### src/design/prl_pkg.sv
package prl_pkg;

  localparam int unsigned NumClients = 64;
  localparam int unsigned IdxW       = $clog2(NumClients);
  localparam int unsigned MaxLimit   = 16;
  localparam int unsigned SlotW      = $clog2(MaxLimit);
  localparam int unsigned LimW       = $clog2(MaxLimit + 1);
  localparam int unsigned MaxEvents  = 2048;
  localparam int unsigned EvW        = $clog2(MaxEvents + 1);
  localparam int unsigned KeyW       = 64;
  localparam int unsigned TimeW      = 40;
  localparam int unsigned FuncW      = 3;
  localparam int unsigned SecsW      = 16;
  localparam int unsigned WindowMs   = 60000;
  localparam int unsigned SweepMs    = 600000;
  localparam int unsigned IdleMs     = 900000;
  localparam int unsigned MsPerSec   = 1000;
  localparam int unsigned LogAw      = 1 + IdxW + SlotW;

  localparam logic [FuncW-1:0] FN_QUERY   = 3'd0;
  localparam logic [FuncW-1:0] FN_REQUEST = 3'd1;
  localparam logic [FuncW-1:0] FN_DENIAL  = 3'd2;
  localparam logic [FuncW-1:0] FN_UNBLOCK = 3'd3;
  localparam logic [FuncW-1:0] FN_CLEAR   = 3'd4;

  typedef enum logic [3:0] {
    CMD_NONE,
    CMD_LOAD,
    CMD_CLEAR,
    CMD_PASS_INIT,
    CMD_SCAN,
    CMD_QUERY,
    CMD_REMOVE,
    CMD_SET_V,
    CMD_NOROOM,
    CMD_CREATE,
    CMD_TRIM_RD,
    CMD_POP,
    CMD_PUSH,
    CMD_BLOCK,
    CMD_WRITE,
    CMD_OUT
  } cmd_e;

  typedef struct packed {
    cmd_e cmd;
    logic sweep_en;
  } ctl_t;

  typedef struct packed {
    logic [FuncW-1:0] func;
    logic             lim_zero;
    logic             sweep_due;
    logic             pass_last;
    logic             found;
    logic             free_found;
    logic             fill_zero;
    logic             expired;
    logic             exceeded;
    logic             budget_spent;
    logic             block_now;
    logic             out_free;
  } status_t;

  typedef struct packed {
    logic [KeyW-1:0]  key;
    logic [TimeW-1:0] last;
    logic [TimeW-1:0] deadline;
    logic [LimW-1:0]  rfill;
    logic [SlotW-1:0] rhead;
    logic [LimW-1:0]  dfill;
    logic [SlotW-1:0] dhead;
  } meta_t;

  function automatic logic [TimeW-1:0] sat_add(logic [TimeW-1:0] a, logic [TimeW-1:0] b);
    logic [TimeW:0] s;
    s = {1'b0, a} + {1'b0, b};
    return s[TimeW] ? {TimeW{1'b1}} : s[TimeW-1:0];
  endfunction

  function automatic logic [EvW-1:0] ev_drop(logic [EvW-1:0] ev, logic [EvW-1:0] n);
    return (ev >= n) ? ev - n : '0;
  endfunction

endpackage

### src/design/prl_ctrl.sv
module prl_ctrl (
  input  logic             clk_i,
  input  logic             rst_ni,
  input  logic             in_valid_i,
  output logic             in_ready_o,
  input  prl_pkg::status_t st_i,
  output prl_pkg::ctl_t    ctl_o
);
  localparam logic [3:0] S_IDLE   = 4'd0;
  localparam logic [3:0] S_DISP   = 4'd1;
  localparam logic [3:0] S_PASS   = 4'd2;
  localparam logic [3:0] S_AFTER  = 4'd3;
  localparam logic [3:0] S_TRIM   = 4'd4;
  localparam logic [3:0] S_TCHK   = 4'd5;
  localparam logic [3:0] S_DECIDE = 4'd6;
  localparam logic [3:0] S_BCHK   = 4'd7;
  localparam logic [3:0] S_WB     = 4'd8;
  localparam logic [3:0] S_DONE   = 4'd9;

  logic [3:0] state_q, state_d;
  logic       forced_q, forced_d;

  always_ff @(posedge clk_i or negedge rst_ni) begin
    if (!rst_ni) begin
      state_q  <= S_IDLE;
      forced_q <= 1'b0;
    end else begin
      state_q  <= state_d;
      forced_q <= forced_d;
    end
  end

  always_comb begin
    state_d        = state_q;
    forced_d       = forced_q;
    in_ready_o     = 1'b0;
    ctl_o.cmd      = prl_pkg::CMD_NONE;
    ctl_o.sweep_en = 1'b0;
    unique case (state_q)
      S_IDLE: begin
        in_ready_o = 1'b1;
        if (in_valid_i) begin
          ctl_o.cmd = prl_pkg::CMD_LOAD;
          forced_d  = 1'b0;
          state_d   = S_DISP;
        end
      end
      S_DISP: begin
        priority if (st_i.func == prl_pkg::FN_CLEAR) begin
          ctl_o.cmd = prl_pkg::CMD_CLEAR;
          state_d   = S_DONE;
        end else if (st_i.func <= prl_pkg::FN_UNBLOCK) begin
          ctl_o.cmd      = prl_pkg::CMD_PASS_INIT;
          ctl_o.sweep_en = (st_i.func != prl_pkg::FN_UNBLOCK) && st_i.sweep_due;
          state_d        = S_PASS;
        end else begin
          state_d = S_DONE;
        end
      end
      S_PASS: begin
        ctl_o.cmd = prl_pkg::CMD_SCAN;
        if (st_i.pass_last) state_d = S_AFTER;
      end
      S_AFTER: begin
        priority if (st_i.func == prl_pkg::FN_QUERY) begin
          ctl_o.cmd = prl_pkg::CMD_QUERY;
          state_d   = S_DONE;
        end else if (st_i.func == prl_pkg::FN_UNBLOCK) begin
          if (st_i.found) ctl_o.cmd = prl_pkg::CMD_REMOVE;
          state_d = S_DONE;
        end else if (st_i.func == prl_pkg::FN_REQUEST && st_i.lim_zero) begin
          ctl_o.cmd = prl_pkg::CMD_SET_V;
          state_d   = S_DONE;
        end else if (st_i.found) begin
          state_d = S_TRIM;
        end else if (st_i.free_found) begin
          ctl_o.cmd = prl_pkg::CMD_CREATE;
          state_d   = S_TRIM;
        end else if (!forced_q) begin
          // table full: forced sweep, then look for a free slot again
          ctl_o.cmd      = prl_pkg::CMD_PASS_INIT;
          ctl_o.sweep_en = 1'b1;
          forced_d       = 1'b1;
          state_d        = S_PASS;
        end else begin
          ctl_o.cmd = prl_pkg::CMD_NOROOM;
          state_d   = S_DONE;
        end
      end
      S_TRIM: begin
        if (st_i.fill_zero) begin
          state_d = S_DECIDE;
        end else begin
          ctl_o.cmd = prl_pkg::CMD_TRIM_RD;
          state_d   = S_TCHK;
        end
      end
      S_TCHK: begin
        if (st_i.expired) begin
          ctl_o.cmd = prl_pkg::CMD_POP;
          state_d   = S_TRIM;
        end else begin
          state_d = S_DECIDE;
        end
      end
      S_DECIDE: begin
        if (st_i.func == prl_pkg::FN_REQUEST) begin
          ctl_o.cmd = st_i.exceeded ? prl_pkg::CMD_SET_V : prl_pkg::CMD_PUSH;
          state_d   = S_WB;
        end else if (st_i.budget_spent) begin
          ctl_o.cmd = prl_pkg::CMD_BLOCK;
          state_d   = S_WB;
        end else begin
          ctl_o.cmd = prl_pkg::CMD_PUSH;
          state_d   = S_BCHK;
        end
      end
      S_BCHK: begin
        if (st_i.block_now) ctl_o.cmd = prl_pkg::CMD_BLOCK;
        state_d = S_WB;
      end
      S_WB: begin
        ctl_o.cmd = prl_pkg::CMD_WRITE;
        state_d   = S_DONE;
      end
      S_DONE: begin
        if (st_i.out_free) begin
          ctl_o.cmd = prl_pkg::CMD_OUT;
          state_d   = S_IDLE;
        end
      end
      default: state_d = S_IDLE;
    endcase
  end
endmodule

### config.mk
export PLATFORM = sky130hd
export DESIGN_NAME = prl_ctrl
export DESIGN_NICKNAME = d
export VERILOG_FILES = /design/src/design/prl_pkg.sv /design/src/design/prl_ctrl.sv
export SDC_FILE = /design/constraint.sdc
export NUM_CORES = 1
export LEC_CHECK = 0
export BUFFER_PORTS_ARGS = -buffer_cell sky130_fd_sc_hd__clkbuf_2
export CAP_MARGIN = 10
export CORE_MARGIN = 10
export CORE_UTILIZATION = 35
export DETAILED_ROUTE_END_ITERATION = 7
export PLACE_DENSITY = 0.56
export SLEW_MARGIN = 15
export SYNTH_ARGS = -nofsm -noshare
export SYNTH_HDL_FRONTEND = slang
export SYNTH_SLANG_ARGS = --single-unit
### constraint.sdc
create_clock -name clk_i -period 2.2 [get_ports clk_i]
set_clock_uncertainty 0.2 [all_clocks]
set_input_delay 0.22 -clock clk_i [delete_from_list [all_inputs] [get_ports clk_i]]
set_output_delay 0.22 -clock clk_i [all_outputs]
set_load 0.02 [all_outputs]
* After elaboration in Yosys (flattened, before gate mapping)
Cells that the tools add are included.
** Word-level totals
- Register bits :: 5
- Bits of input ports :: 17
** Cells by class
- Magnitude comparators :: 1
- Eq/ne operators :: 21
- Mux-type cells :: 49
- Reduce and logical (&&, ||, !) cells :: 7
** Operators with widths (number)
- 4-bit two-way mux :: 24
- 4-bit case mux with 10 select lines :: 2
- 4-bit by 3-bit equality test with 1-bit output (second input constant) :: 4
- 2-bit inequality test (second input constant) :: 8
- 1-bit two-way mux :: 15
- 4-bit by 2-bit equality test with 1-bit output (second input constant) :: 2
- 4-bit equality test (second input constant) :: 2
- 7-bit AND reduction :: 1
- 2-bit two-way mux :: 3
- 3-bit two-way mux :: 2
- 5-bit two-way mux :: 1
- 4-bit by 1-bit equality test with 1-bit output (second input constant) :: 1
- 4-bit zero test :: 1
- 1-bit case mux with 2 select lines :: 2
- 3-bit by 1-bit equality test with 1-bit output (second input constant) :: 1
- 3-bit by 2-bit equality test with 1-bit output (second input constant) :: 1
- 3-bit equality test (second input constant) :: 1
- 3-bit by 2-bit less-or-equal comparator with 1-bit output (second input constant) :: 1
- 3-bit zero test :: 1
- 3-bit by 2-bit inequality test with 1-bit output (second input constant) :: 1
- 3-bit AND reduction :: 1
- 1-bit logical AND :: 2
- 2-bit nonzero test :: 1

* Depth between registers and ports, before layout
- Depth after elaboration :: 7
- Gate-level depth with buffers :: 6

* Worst setup path after synthesis
No wires, ideal clock.
- Path type :: register -> register
- Start point :: reg state_q[1]
- End point :: reg forced_q
- Arrival :: 1.628 ns
- Slack :: 0.212 ns
- Cell stages (with the launch flop) :: 5
- Clock period less this slack :: 1.988 ns
- Path through :: dfrtp_1 -> buf_2 -> clkbuf_1 -> nor4_1 -> a21oi_1
** On the way
- Longest elaborated chain between the ends :: 3
** Ends and longest elaborated chain
- from (decl) :: RTL line prl_ctrl.sv:20 : logic [3:0] state_q, state_d;
- from (signal assigned) :: RTL line prl_ctrl.sv:28 : state_q <= state_d;
- 4-bit by 2-bit equality test with 1-bit output / 4-bit zero test (equally long branches) :: RTL line prl_ctrl.sv:39 : unique case (state_q)
- 2-bit inequality test (no line) / 2-bit nonzero test (equally long branches)
- 7-bit AND reduction (no line)
- to (signal assigned) :: RTL line prl_ctrl.sv:29 : forced_q <= forced_d;
- to (decl) :: RTL line prl_ctrl.sv:21 : logic forced_q, forced_d;
Parallel ways exist; a longest one is shown, timed or not.
A chain may end at the register's enable or synchronous reset.

==> reports/metrics.csv <==
stage,metric,value,unit
status,status,finished clean,
routing,drt_iter0_markers,26,
power_and_ir_drop,finalPower,1.259,mW
timing,period_share,0.9698,
floorplanning,core,2042,um2
floorplanning,die_w,67.12,um
timing,hold_viol,0,
logic_synthesis,synth_nets,122,
clocking,cts_buffers,3,
timing,slew_headroom,0.7598,
logic_synthesis,netlist_top_cells_count,"nand2_1 (12), nor2_1 (11), a21oi_1 (8)",
placed_design,port_buffers,22,
routing,ant_nets,0,
global_route,grtUsageTotal,0.1051,
global_route,grt_pass1_vias,893,
clocking,numClockSinks,5,
power_and_ir_drop,combPwrFrac,0.750,
timing,fmax,0.4687,GHz
cells_and_area,stdcell_area,1023,um2
global_route,gr-total-overflow,0,
logic_synthesis,synth_cell_types,47,
power_and_ir_drop,ir_worst_vdd,0.0005331,V
floorplanning,fp.dieH,67.12,um
logic_synthesis,synth_top_cell_area_share,0.1610,
logic_synthesis,yosysSeqAreaShare,0.1610,
timing,rsz0062_at_grt,yes,
cells_and_area,post-route-util,0.5012,
routing,drc,0,
timing,setup_viol_count_final,0,
critical_path,cp.arrival,1.71,ns
logic_synthesis,synth.area.top_cells,"dfrtp_1 (16%), nand2_1 (5.8%), nor2_1 (5.3%)",
hold_path,whs_path_depth,2,
global_route,grt_max_degree,12,
logic_synthesis,synth_warnings,0,
logic_synthesis,synth_edf_count,0,
power_and_ir_drop,p_leak,0.4546,nW
logic_synthesis,synth.most_common_cell,nand2_1,
routing,routed_via_density,5.497,
run,cap_violations,0,
power_and_ir_drop,seqPwrFrac,0.167,
clocking,cts-root-buf,clkbuf_4,
routing,vias,907,
routing,firstDrtPassIters,4,
logic_synthesis,syn_avg_cell_area,7.400,um2
cells_and_area,num_antenna_cells,0,
placed_design,place_area,917.1,um2
cells_and_area,syn_to_final_growth,31.72,%
clocking,path_clk_slew,0.04,ns
cells_and_area,fin_nets,156,
routing,drt-total-wl,2475,um
power_and_ir_drop,powerDensity,1230,nW/um2
logic_synthesis,ys_async_sr_fraction,1.000,
logic_synthesis,synth_flop_cell,dfrtp_1,
logic_synthesis,postSynthCellCount,105,
routing,avgRoutedWirePerCell,15.00,um
critical_path,worstSetupPathType,reg2out,
critical_path,path_max_fanout,5,
power_and_ir_drop,switching_power,0.6168,mW
floorplanning,dieArea,4504,um2
global_route,antenna_found_initial,0,
clocking,htreeDepth,1,
placed_design,dp_hpwl,1875,um
critical_path,ff2ff_path_depth,6,
critical_path,critical_path_required,1.78,ns
timing,finalMaxSlewViolations,0,
clocking,clk_latency,0.24,ns
global_route,grt_pass1_wl,3822,um
clocking,cts_tree,built,
logic_synthesis,yosys.area.top_type,dfrtp_1,
timing,setup-tns-final,0,ns
floorplanning,rows,16,
logic_synthesis,netlist_area,777.0,um2
placed_design,gp_congestion,0.8825,
power_and_ir_drop,switching_share,0.4898,
floorplanning,floorplan.initialDensity,0.3805,
logic_synthesis,synth_seq_cells,5,
timing,max_slew.worst_pin.slew,0.3594,ns
cells_and_area,fill_cells,207,
timing,period_needed,2.133,ns
critical_path,crit_path_end_kind,output pin,
cells_and_area,drive_gt1_frac,0.3841,
floorplanning,ios,23,
clocking,clockBufferDepth,2,
hold_path,holdCritPathClass,in2reg,
power_and_ir_drop,p_int,0.6425,mW
critical_path,critPathLaunchType,flip-flop,
power_and_ir_drop,clockPowerShare,0.082,
## per-stage QoR
| stage | hold slack, ns | cells | setup WS (ns) |
|---|---|---|---|
| floorplan | -0.2756 | 105 | 0.2120 |
| global placement | -0.1568 | 153 | 0.2044 |
| detailed placement | -0.1576 | 153 | 0.2012 |
| CTS | 0.02090 | 161 | 0.01042 |
| global route | 0.05419 | 165 | -0.08755 |
| finish | 0.04791 | 165 | 0.06650 |
## cell families (layout without fill, tap and decap cells)
kind of cell           after synthesis  in the layout  synth area share
AND/OR/NAND/NOR                     50             50            0.3978
AO/OA/AOI/OAI                       35             35            0.3140
flip-flops                           5              5            0.1610
buffers and inverters               12             45           0.08695
multiplexers                         3              3           0.04026
## layout by cell type (no fill, tap or decap), types with 3 or more instances in the layout
master     n
nand2_1   12
dfrtp_2    3
buf_4     11
clkbuf_4   3
o21ai_0    6
nor2b_4    3
nor2_1    11
o221ai_1   3
clkbuf_2  21
inv_1      5
nor2b_1    3
a21oi_1    8
nor3_1     4
## layout make-up
class	instances	area, um2	share of cell area
repair buffers	36	230.2	0.2249
multi-input cells	88	585.6	0.5721
well taps	27	33.78	0.03301
inverters	5	18.77	0.01834
flip-flops and latches	5	128.9	0.1259
clock buffers	4	26.28	0.02567
## flip-flops by register name, summed over array words and instances (netlist names)
name	cells
forced_q	1
state_q	4
## power groups by stage
| stage | Clock, mW | Sequential [mW] | Combinational (mW) |
|---|---|---|---|
| CTS | 0.107 | 0.208 | 0.865 |
| finish | 0.104 | 0.211 | 0.945 |
| detailed placement | 0 | 0.218 | 0.819 |
| global placement | 0 | 0.215 | 0.829 |
| global route | 0.114 | 0.215 | 1.03 |
| floorplan | 0 | 0.178 | 0.644 |
## worst paths after layout
kind	end	slack [ns]	startpoint
max	ctl_o[2]	0.07	state_q[2]
min	state_q[0]	0.05	st_i[0]
max reg2reg	state_q[0]	0.36	state_q[0]
min reg2reg	state_q[1]	0.46	forced_q
max in group asynchronous	state_q[3]	1.52	rst_ni
min in group asynchronous	state_q[2]	0.13	rst_ni
## metal layers
metal	vias to the layer above	wire [um]	global-route usage
met5	-	0	0
met4	0	0	0.03846
met3	0	139	0.02508
met2	19	1251	0.1730
met1	429	1085	0.1289
li1	459	-	-
## critical path, cell delays in order (launching register included)
cell and delay [ns]:
dfrtp_1 0.42, buf_6 0.16, nor2b_4 0.13, nand3_1 0.11, o221ai_1 0.14, or3b_1 0.35, buf_4 0.16
## repair_timing
item | in CTS | in global routing
pin swaps | 0 | 0
resized for setup | 2 | 6
hold endpoints to repair | 6 | 0
setup endpoints to repair | 2 | 4
hold buffers | 2 | 0
buffers inserted | 2 | 4
Note: power is estimated with default switching activity, not from simulation.
